$ cat config.mk
export PLATFORM = sky130hd
export DESIGN_NAME = aging_priority_request_queue_unit_flat
export DESIGN_NICKNAME = d
export VERILOG_FILES = /design/src/hdl/apq_pkg.sv /design/src/hdl/apq_req_if.sv /design/src/hdl/apq_rsp_if.sv /design/src/hdl/apq_cfg_if.sv /design/src/hdl/apq_cell.sv /design/src/hdl/aging_priority_request_queue_unit.sv /design/src/flat_wrapper.sv
export SDC_FILE = /design/constraint.sdc
export NUM_CORES = 1
export LEC_CHECK = 0
export ABC_AREA = 1
export BUFFER_PORTS_ARGS = -buffer_cell sky130_fd_sc_hd__buf_4
export CORE_UTILIZATION = 62
export CTS_BUF_LIST = sky130_fd_sc_hd__clkbuf_16
export CTS_CLUSTER_SIZE = 30
export DETAILED_ROUTE_END_ITERATION = 6
export PLACE_DENSITY = 0.8
export SYNTH_ARGS = -nofsm -noshare
export SYNTH_HDL_FRONTEND = slang
export SYNTH_SLANG_ARGS = --single-unit
$ cat constraint.sdc
create_clock -name clk -period 10.6 [get_ports clk]
set_input_delay 2.12 -clock clk [delete_from_list [all_inputs] [get_ports clk]]
set_output_delay 2.12 -clock clk [all_outputs]
set_load 0.005 [all_outputs]
$ cat src/hdl/apq_pkg.sv
// ----------------------------------------------------------------------------
// apq_pkg: shared types and constants of the aging priority request queue
// Field widths, status codes, the priority type and the saturating age step.
// ----------------------------------------------------------------------------
package apq_pkg;

  // default queue depth, one entry per requester
  localparam int NUM_REQUESTERS_DEF = 6;
  localparam int NUM_BASE_REGS      = 6;

  // port field widths
  localparam int ID_W     = 3;
  localparam int STATUS_W = 3;
  localparam int COUNT_W  = 3;
  localparam int CFG_IDX_W = 3;
  localparam int BASE_W   = 3;
  localparam int PRIO_W   = 8;

  typedef logic signed [PRIO_W-1:0] prio_t;
  typedef logic [ID_W-1:0]          id_t;
  typedef logic [BASE_W-1:0]        base_t;
  typedef logic [STATUS_W-1:0]      status_t;

  // priority limit for the search, and the aging floor
  localparam prio_t AGING_LIMIT = prio_t'(7);
  localparam prio_t PRIO_FLOOR  = prio_t'(-128);
  // base priority of a requester without a base register
  localparam base_t BASE_NONE   = base_t'(7);

  // status codes
  localparam status_t ST_ENQUEUED = status_t'(0);
  localparam status_t ST_GRANTED  = status_t'(1);
  localparam status_t ST_EMPTY    = status_t'(2);
  localparam status_t ST_FULL     = status_t'(3);
  localparam status_t ST_DUP      = status_t'(4);

  // mode codes
  localparam logic MODE_ENQ   = 1'b0;
  localparam logic MODE_SERVE = 1'b1;

  // per-cell control, broadcast from the top level
  typedef struct packed {
    logic load;   // take the new requester
    logic serve;  // shift past the winner and age
  } cell_ctl_t;

  // best candidate handed along the cell row
  typedef struct packed {
    prio_t prio;
    id_t   id;
  } best_t;

  // reset values of the base priority registers
  function automatic base_t base_reset(input int idx);
    base_t val;
    case (idx)
      0, 1:    val = base_t'(1);
      2, 3:    val = base_t'(4);
      default: val = base_t'(7);
    endcase
    return val;
  endfunction

  // one aging step, saturating at the floor
  function automatic prio_t age_step(input prio_t p);
    prio_t r;
    if (p == PRIO_FLOOR) r = p;
    else                 r = p - prio_t'(1);
    return r;
  endfunction

endpackage

$ cat src/hdl/apq_req_if.sv
// ----------------------------------------------------------------------------
// apq_req_if: request channel
// Carries one queue operation per item: enqueue a requester or serve a grant.
// ----------------------------------------------------------------------------
interface apq_req_if;
  logic            valid;
  logic            ready;
  logic            mode;
  apq_pkg::id_t    requester_id;

  modport source (output valid, output mode, output requester_id, input ready);
  modport sink   (input valid, input mode, input requester_id, output ready);
endinterface

$ cat src/hdl/apq_rsp_if.sv
// ----------------------------------------------------------------------------
// apq_rsp_if: response channel
// One result item per request: status, granted id and queue fill.
// ----------------------------------------------------------------------------
interface apq_rsp_if;
  logic                         valid;
  logic                         ready;
  apq_pkg::status_t             status;
  apq_pkg::id_t                 granted_id;
  logic [apq_pkg::COUNT_W-1:0]  queue_count;

  modport source (output valid, output status, output granted_id,
                  output queue_count, input ready);
  modport sink   (input valid, input status, input granted_id,
                  input queue_count, output ready);
endinterface

$ cat src/hdl/apq_cfg_if.sv
// ----------------------------------------------------------------------------
// apq_cfg_if: configuration write channel
// Register index and write data for the base priority registers.
// ----------------------------------------------------------------------------
interface apq_cfg_if;
  logic                          valid;
  logic                          ready;
  logic [apq_pkg::CFG_IDX_W-1:0] index;
  apq_pkg::base_t                wdata;

  modport source (output valid, output index, output wdata, input ready);
  modport sink   (input valid, input index, input wdata, output ready);
endinterface

$ cat src/hdl/apq_cell.sv
// ----------------------------------------------------------------------------
// apq_cell: one queue slot
// Holds a requester id and its current priority, takes part in the winner
// search chain and shifts in its right neighbor on a grant at or before it.
// ----------------------------------------------------------------------------
module apq_cell #(
  parameter int INDEX = 0,
  parameter int IDX_W = 3
) (
  input  logic               clk,
  input  apq_pkg::cell_ctl_t ctl,
  input  logic               valid,
  // new entry
  input  apq_pkg::id_t       load_id,
  input  apq_pkg::prio_t     load_prio,
  // right neighbor contents
  input  apq_pkg::id_t       nxt_id,
  input  apq_pkg::prio_t     nxt_prio,
  // duplicate check
  input  apq_pkg::id_t       match_id,
  output logic               match,
  // search chain
  input  apq_pkg::best_t     best_in,
  input  logic [IDX_W-1:0]   best_idx_in,
  output apq_pkg::best_t     best_out,
  output logic [IDX_W-1:0]   best_idx_out,
  input  logic [IDX_W-1:0]   win_idx,
  // contents, seen by the left neighbor
  output apq_pkg::id_t       id,
  output apq_pkg::prio_t     prio
);

  logic           beats;
  logic           shift;
  apq_pkg::id_t   src_id;
  apq_pkg::prio_t src_prio;

  // duplicate check and search step; strict compare keeps earliest on ties
  always_comb begin
    match = valid && (id == match_id);
    beats = valid && (prio < best_in.prio);
    if (beats) begin
      best_out.prio = prio;
      best_out.id   = id;
      best_idx_out  = IDX_W'(INDEX);
    end else begin
      best_out      = best_in;
      best_idx_out  = best_idx_in;
    end
  end

  // slots at or after the winner close the gap
  always_comb begin
    shift    = (win_idx <= IDX_W'(INDEX));
    src_id   = shift ? nxt_id : id;
    src_prio = shift ? nxt_prio : prio;
  end

  // slot contents
  always_ff @(posedge clk) begin
    if (ctl.load) begin
      id   <= load_id;
      prio <= load_prio;
    end else if (ctl.serve) begin
      id   <= src_id;
      prio <= apq_pkg::age_step(src_prio);
    end
  end

endmodule

$ cat src/hdl/aging_priority_request_queue_unit.sv
// ----------------------------------------------------------------------------
// aging_priority_request_queue_unit: aging priority request queue
// Arrival-ordered queue of requesters in a row of cells; a serve grants the
// lowest priority below the limit, earliest on ties, else the head, and ages
// the rest.
//
//   channel | dir | fields                                 | item
//   req     | in  | mode, requester_id                     | one operation
//   rsp     | out | status, granted_id, queue_count        | one result
//   cfg     | in  | index, wdata                           | one register write
//
// An item is accepted into the request register, executed once rsp is free
// or being taken, and its result is then registered onto rsp.
// Items flow one per cycle while rsp is taken; the winner search ripples
// through the cell row inside the execute cycle.
// A result not taken stalls execution; one more item may wait in the request register.
// Reset empties the queue and loads the base registers with their defaults;
// slots need no clearing.
// cfg.ready is always high.
// ----------------------------------------------------------------------------
module aging_priority_request_queue_unit #(
  parameter int NUM_REQUESTERS = apq_pkg::NUM_REQUESTERS_DEF
) (
  input  logic     clk,
  input  logic     rst,
  apq_req_if.sink  req,
  apq_rsp_if.source rsp,
  apq_cfg_if.sink  cfg
);

  localparam int CNT_W = $clog2(NUM_REQUESTERS + 1);
  localparam int IDX_W = $clog2(NUM_REQUESTERS);

  // registers
  logic                 busy;
  logic                 req_mode;
  apq_pkg::id_t         req_id;
  logic [CNT_W-1:0]     count;
  apq_pkg::base_t       base_prio [apq_pkg::NUM_BASE_REGS];

  // execute cycle logic
  logic                 exec_fire;
  logic                 full;
  logic                 id_bad;
  logic                 dup;
  logic                 enq_ok;
  logic                 serve_ok;
  logic [CNT_W-1:0]     count_next;
  apq_pkg::status_t     status_next;
  apq_pkg::id_t         gid_next;
  apq_pkg::base_t       load_base;
  apq_pkg::prio_t       load_prio;
  apq_pkg::cell_ctl_t   ctl [NUM_REQUESTERS];

  // cell row wiring
  apq_pkg::id_t         cid   [NUM_REQUESTERS];
  apq_pkg::prio_t       cprio [NUM_REQUESTERS];
  logic [NUM_REQUESTERS-1:0] match;
  apq_pkg::best_t       best     [NUM_REQUESTERS+1];
  logic [IDX_W-1:0]     best_idx [NUM_REQUESTERS+1];

  // handshake
  assign exec_fire = busy && (!rsp.valid || rsp.ready);
  assign req.ready = !busy || exec_fire;
  assign cfg.ready = 1'b1;

  // request register
  always_ff @(posedge clk) begin
    if (rst) begin
      busy <= 1'b0;
    end else if (req.valid && req.ready) begin
      busy <= 1'b1;
    end else if (exec_fire) begin
      busy <= 1'b0;
    end
  end

  always_ff @(posedge clk) begin
    if (req.valid && req.ready) begin
      req_mode <= req.mode;
      req_id   <= req.requester_id;
    end
  end

  // base priority registers
  always_ff @(posedge clk) begin
    if (rst) begin
      for (int i = 0; i < apq_pkg::NUM_BASE_REGS; i++) begin
        base_prio[i] <= apq_pkg::base_reset(i);
      end
    end else if (cfg.valid && (32'(cfg.index) < apq_pkg::NUM_BASE_REGS)) begin
      base_prio[cfg.index] <= cfg.wdata;
    end
  end

  // decode of the pending item
  always_comb begin
    full     = (count == CNT_W'(NUM_REQUESTERS));
    id_bad   = (32'(req_id) >= NUM_REQUESTERS);
    dup      = |match;
    enq_ok   = exec_fire && (req_mode == apq_pkg::MODE_ENQ) && !full && !id_bad && !dup;
    serve_ok = exec_fire && (req_mode == apq_pkg::MODE_SERVE) && (count != '0);

    if (32'(req_id) < apq_pkg::NUM_BASE_REGS) load_base = base_prio[req_id];
    else                                      load_base = apq_pkg::BASE_NONE;
    load_prio = apq_pkg::prio_t'({1'b0, load_base});

    count_next  = count;
    gid_next    = '0;
    status_next = apq_pkg::ST_ENQUEUED;
    if (req_mode == apq_pkg::MODE_ENQ) begin
      if (full || id_bad) begin
        status_next = apq_pkg::ST_FULL;
      end else if (dup) begin
        status_next = apq_pkg::ST_DUP;
      end else begin
        status_next = apq_pkg::ST_ENQUEUED;
        count_next  = count + CNT_W'(1);
      end
    end else if (count == '0) begin
      status_next = apq_pkg::ST_EMPTY;
    end else begin
      status_next = apq_pkg::ST_GRANTED;
      gid_next    = best[NUM_REQUESTERS].id;
      count_next  = count - CNT_W'(1);
    end
  end

  // fill count
  always_ff @(posedge clk) begin
    if (rst) begin
      count <= '0;
    end else if (exec_fire) begin
      count <= count_next;
    end
  end

  // output register
  always_ff @(posedge clk) begin
    if (rst) begin
      rsp.valid <= 1'b0;
    end else if (exec_fire) begin
      rsp.valid <= 1'b1;
    end else if (rsp.ready) begin
      rsp.valid <= 1'b0;
    end
  end

  always_ff @(posedge clk) begin
    if (exec_fire) begin
      rsp.status      <= status_next;
      rsp.granted_id  <= gid_next;
      rsp.queue_count <= apq_pkg::COUNT_W'(count_next);
    end
  end

  // search chain start: nothing below the limit selects the head
  assign best[0].prio = apq_pkg::AGING_LIMIT;
  assign best[0].id   = cid[0];
  assign best_idx[0]  = '0;

  // cell row
  for (genvar i = 0; i < NUM_REQUESTERS; i++) begin : g_cell
    apq_pkg::id_t   nid;
    apq_pkg::prio_t nprio;

    always_comb begin
      ctl[i].load  = enq_ok && (count == CNT_W'(i));
      ctl[i].serve = serve_ok;
    end

    if (i == NUM_REQUESTERS - 1) begin : g_last
      assign nid   = cid[i];
      assign nprio = cprio[i];
    end else begin : g_mid
      assign nid   = cid[i+1];
      assign nprio = cprio[i+1];
    end

    apq_cell #(
      .INDEX (i),
      .IDX_W (IDX_W)
    ) u_cell (
      .clk          (clk),
      .ctl          (ctl[i]),
      .valid        (CNT_W'(i) < count),
      .load_id      (req_id),
      .load_prio    (load_prio),
      .nxt_id       (nid),
      .nxt_prio     (nprio),
      .match_id     (req_id),
      .match        (match[i]),
      .best_in      (best[i]),
      .best_idx_in  (best_idx[i]),
      .best_out     (best[i+1]),
      .best_idx_out (best_idx[i+1]),
      .win_idx      (best_idx[NUM_REQUESTERS]),
      .id           (cid[i]),
      .prio         (cprio[i])
    );
  end

`ifndef SYNTH
  // fill count stays within the row
  a_count_range: assert property (@(posedge clk) disable iff (rst)
    count <= CNT_W'(NUM_REQUESTERS))
    else $error("queue count exceeds depth");

  // the pending requester id sits in at most one slot
  a_unique: assert property (@(posedge clk) disable iff (rst)
    $countones(match) <= 1)
    else $error("requester queued twice");

  // a grant removes exactly one entry
  a_serve_dec: assert property (@(posedge clk) disable iff (rst)
    serve_ok |=> count == $past(count) - CNT_W'(1))
    else $error("grant did not remove one entry");

  // an accepted enqueue adds exactly one entry
  a_enq_inc: assert property (@(posedge clk) disable iff (rst)
    enq_ok |=> count == $past(count) + CNT_W'(1))
    else $error("enqueue did not add one entry");

  // every executed item leaves a result
  a_result: assert property (@(posedge clk) disable iff (rst)
    exec_fire |=> rsp.valid)
    else $error("executed item without result");
`endif

endmodule

$ cat src/flat_wrapper.sv
// flat-port wrapper written by rule: the top's interface ports become plain ports
module aging_priority_request_queue_unit_flat 
#(
  parameter int NUM_REQUESTERS = apq_pkg::NUM_REQUESTERS_DEF
)
  (clk, rst, req_valid, req_mode, req_requester_id, req_ready, rsp_valid, rsp_status, rsp_granted_id, rsp_queue_count, rsp_ready, cfg_valid, cfg_index, cfg_wdata, cfg_ready);
  apq_req_if req_i ();
  apq_rsp_if rsp_i ();
  apq_cfg_if cfg_i ();
  input  logic clk;
  input  logic rst;
  input wire logic [$bits(req_i.valid)-1:0] req_valid;
  input wire logic [$bits(req_i.mode)-1:0] req_mode;
  input wire logic [$bits(req_i.requester_id)-1:0] req_requester_id;
  output wire logic [$bits(req_i.ready)-1:0] req_ready;
  output wire logic [$bits(rsp_i.valid)-1:0] rsp_valid;
  output wire logic [$bits(rsp_i.status)-1:0] rsp_status;
  output wire logic [$bits(rsp_i.granted_id)-1:0] rsp_granted_id;
  output wire logic [$bits(rsp_i.queue_count)-1:0] rsp_queue_count;
  input wire logic [$bits(rsp_i.ready)-1:0] rsp_ready;
  input wire logic [$bits(cfg_i.valid)-1:0] cfg_valid;
  input wire logic [$bits(cfg_i.index)-1:0] cfg_index;
  input wire logic [$bits(cfg_i.wdata)-1:0] cfg_wdata;
  output wire logic [$bits(cfg_i.ready)-1:0] cfg_ready;
  assign req_i.valid = req_valid;
  assign req_i.mode = req_mode;
  assign req_i.requester_id = req_requester_id;
  assign req_ready = req_i.ready;
  assign rsp_valid = rsp_i.valid;
  assign rsp_status = rsp_i.status;
  assign rsp_granted_id = rsp_i.granted_id;
  assign rsp_queue_count = rsp_i.queue_count;
  assign rsp_i.ready = rsp_ready;
  assign cfg_i.valid = cfg_valid;
  assign cfg_i.index = cfg_index;
  assign cfg_i.wdata = cfg_wdata;
  assign cfg_ready = cfg_i.ready;
  aging_priority_request_queue_unit #(.NUM_REQUESTERS(NUM_REQUESTERS)) u_core (.clk(clk), .rst(rst), .req(req_i), .rsp(rsp_i), .cfg(cfg_i));
endmodule
==> key figures <==
Outcome
  • Status: finished, final reports clean

GRT
  • Largest net degree at the start of global routing: 26
  • Initial antenna violation count: 0
  • Global Route Usage Sum: 31.5%
  • GRT overflow: 0
  • Vias in the first global route: 6741
  • First-pass GRT wire length: 32200 um

Timing
  • Slew HR: 62.4%
  • Final setup margin: 0.840 ns
  • Final hold vios: 0
  • Final setup vio count: 0
  • Period minus WS final: 9.76 ns
  • Fmax: 102 MHz
  • Post-route setup TNS: 0 ns
  • Crit share post-route: 92.1%
  • Fin. max-slew vios: 0
  • Clock skew: 0.00802 ns
  • Pin slew with the least headroom to its limit: 0.558 ns

Synthesis
  • Synth Area in Adders: 7.05%
  • Most common library cells after synthesis: 340 x nand2_1, 133 x inv_1, 90 x o21ai_0
  • Xor/xnor share of the synthesized area: 4.83%
  • EDFF count, synth: 73
  • Synth area leader: edfxtp_1
  • Synth Warn #: 0
  • Post-synth top area share: 27.5%
  • Synth Instances: 1103
  • Synth async-reset ratio: 0%
  • Mux contribution to synthesized area: 0%
  • Compound-Gate Fraction of Synth Area: 12.9%
  • Synth area leaders: edfxtp_1 27%, nand2_1 16%, dfxtp_1 9.5%
  • Sequential element share of the synthesized area: 37.0%
  • Synth unique cells: 43
  • Most frequent cell after synthesis: nand2_1
  • Post-Synth Simple-Gate Area: 29.6%
  • Flip-flop and latch count after synthesis: 111
  • Mapped Area: 0.00798 sq mm
  • Ys flop type: edfxtp_1
  • Largest family of logic cells by synthesized area: simple AND/OR/NAND/NOR gates
  • Syn Area/Cell: 7.24 sq um

Clocking
  • Depth of the CTS H-tree: 3
  • CTS tree: done
  • Clock buffer depth: 2
  • Reg clk slew, reported paths: 0.08 ns
  • Clock sinks: 111
  • CTS Buf Count: 9
  • Root buffer cell: clkbuf_16
  • Clk Latency, worst-skew pair: 0.37 ns

Setup path
  • Critical Path Sink Type: register
  • Flop2flop setup slack: 0.84 ns
  • Critical-path top delay cell: dfxtp_1
  • Required @ worst endpoint: 10.73 ns
  • Max FO, Critical Path: 25
  • Startpoint types: register
  • CP max stage delay: 0.46 ns
  • Worst setup path class: register to register
  • Worst EP arrival: 9.89 ns
  • Cell mode on critical path: nand2_1

Placement
  • Hpwl dp: 14900 um
  • GP Congestion: 0.925
  • Setup WS pre-CTS: 0.00939 ns
  • PortBufs: 25

Power and ir drop
  • Peak supply drop: 0.000221 V
  • Pwr dens: 268 mW/mm^2
  • Pleak: 4.08 nW

Finish
  • Multi-input gate area: 0.00440 sq mm
  • Fill cells: 1080
  • Layout cells sized above 1: 8.40%
  • FF+latch area: 0.00295 sq mm
  • Final net count: 1186
  • ANT cells: 0
  • Synthesis-to-layout area growth: 8.45%

Route
  • Drt pass-1 iters: 5
  • Antenna Nets Post-Route: 0
  • DRC: 0
  • Vias/cell: 5.61
  • Via Count: 7314
  • Number of DRC markers in iteration 0: 555
  • Final WL: 19800 um
  • Wire length per cell: 15.2 um

Die
  • Die Wd: 115 um
  • Initial Util: 63.5%
  • I/O Pins: 27
  • Die area: 0.0133 sq mm
  • Die Y: 115 um
  • Core Box Area: 0.0126 sq mm
  • Site Rows: 41

Min path
  • Class of the worst hold path: register to register

Job
  • Max-cap violations: 0
repair_timing:
item	CTS	global route
resized for setup	1	15
buffers inserted	0	2
pin swaps	0	1
hold buffers	0	0
endpoints found under the setup margin	4	55
cloned	0	1
cell usage in the layout, fill, tap and decap left out, types with 5 or more instances in the layout:
| cell type | instances |
|---|---|
| conb_1 | 7 |
| o21ai_1 | 41 |
| dfxtp_1 | 37 |
| xor2_1 | 31 |
| nand3_1 | 59 |
| nor2_2 | 10 |
| buf_4 | 32 |
| edfxtp_1 | 73 |
| o211ai_1 | 10 |
| inv_1 | 133 |
| nor3_1 | 7 |
| nand2_1 | 340 |
| ha_1 | 45 |
| nand4_1 | 14 |
| nand3_4 | 6 |
| nand2_2 | 13 |
| o21ai_2 | 5 |
| nor2_1 | 81 |
| nand3_2 | 6 |
| clkbuf_16 | 9 |
| xnor2_1 | 13 |
| a21oi_1 | 31 |
| a31oi_1 | 5 |
| o21ai_0 | 80 |
flip-flops by register name, indices dropped and copies added, names as in the netlist, 3 cells and up, named ones only:
name and cells:
u_core.req_id 3, u_core.rsp.queue_count 3, u_core.count 3, u_core.rsp.granted_id 3, u_core.base_prio 24, u_core.g_cell.u_cell.id 18
u_core.g_cell.u_cell.prio 48, u_core.rsp.status 3
cell families (layout without fill, tap and decap cells):
family,Yosys count,count (layout)
xor gates and xnor gates,44,44
AOI/OAI and AO/OA,187,187
adders and majority gates,45,45
DFF,111,111
buffers and inverters,167,189
and+or+nand+nor,547,548
other,2,7
per-stage QoR:
| stage | std cells | area (sq um) | utilization, % | hold slack [ns] | power (W) |
|---|---|---|---|---|---|
| 5_1_grt | 1303 | 8660 | 68.9 | 0.539 | 0.00253 |
| 3_3_place_gp | 1284 | 8290 | 65.9 | 0.482 | 0.00187 |
| 4_1_cts | 1300 | 8600 | 68.4 | 0.506 | 0.00227 |
| 3_5_place_dp | 1284 | 8290 | 65.9 | 0.492 | 0.00190 |
| 6_report | 1303 | 8660 | 68.9 | 0.504 | 0.00232 |
| 2_1_floorplan | 1108 | 8000 | - | 0.424 | 0.00167 |
path summary, 6_finish.rpt:
kind | start | endpoint | depth (start not counted)
setup / recovery | u_core.count[0]$_SDFFE_PP0P_ | u_core.g_cell[0].u_cell.prio[0]$_DFFE_PP_ | 55
hold / removal | u_core.g_cell[0].u_cell.prio[5]$_SDFFE_PP0P_ | u_core.g_cell[0].u_cell.prio[5]$_SDFFE_PP0P_ | 2
setup reg to reg | u_core.count[0]$_SDFFE_PP0P_ | u_core.g_cell[0].u_cell.prio[0]$_DFFE_PP_ | 55
hold reg to reg | u_core.g_cell[0].u_cell.prio[5]$_SDFFE_PP0P_ | u_core.g_cell[0].u_cell.prio[5]$_SDFFE_PP0P_ | 2
metal layers:
| layer | wire [um] | vias up | track usage [%] | share of wire [%] |
|---|---|---|---|---|
| met5 | 0 | - | 0 | 0 |
| li1 | - | 3667 | - | - |
| met4 | 643 | 0 | 14.8 | 3.2 |
| met3 | 1310 | 52 | 5.54 | 6.6 |
| met1 | 8560 | 3328 | 40.3 | 43 |
| met2 | 9290 | 267 | 52.0 | 47 |
worst max-delay path, delay by kind of cell, from the launching register on:
| kind | cells | cell delay, ns |
|---|---|---|
| AOI/OAI and AO/OA | 15 | 2.94 |
| adders and majority gates | 5 | 1.42 |
| buffers and inverters | 3 | 0.49 |
| DFF | 1 | 0.46 |
| and+or+nand+nor | 32 | 4.21 |
where the power goes:
group          internal (W)  leakage [nW]  total (W)  switching (W)
sequential         0.000546          1.01   0.000638      0.0000917
combinational      0.000468          2.93    0.00132       0.000854
clock              0.000172         0.150   0.000359       0.000187
total               0.00119          4.08    0.00232        0.00113
final cells by class:
class                   count  share of cell area (%)
clock buffers               9                    2.60
clock inverters             7                    1.04
inverters                 141                    6.11
multi-input cells         831                    50.9
flip-flops and latches    111                    34.1
well taps                 172                    2.49
repair buffers             32                    2.78
Note: power is estimated with default switching activity, not from simulation.
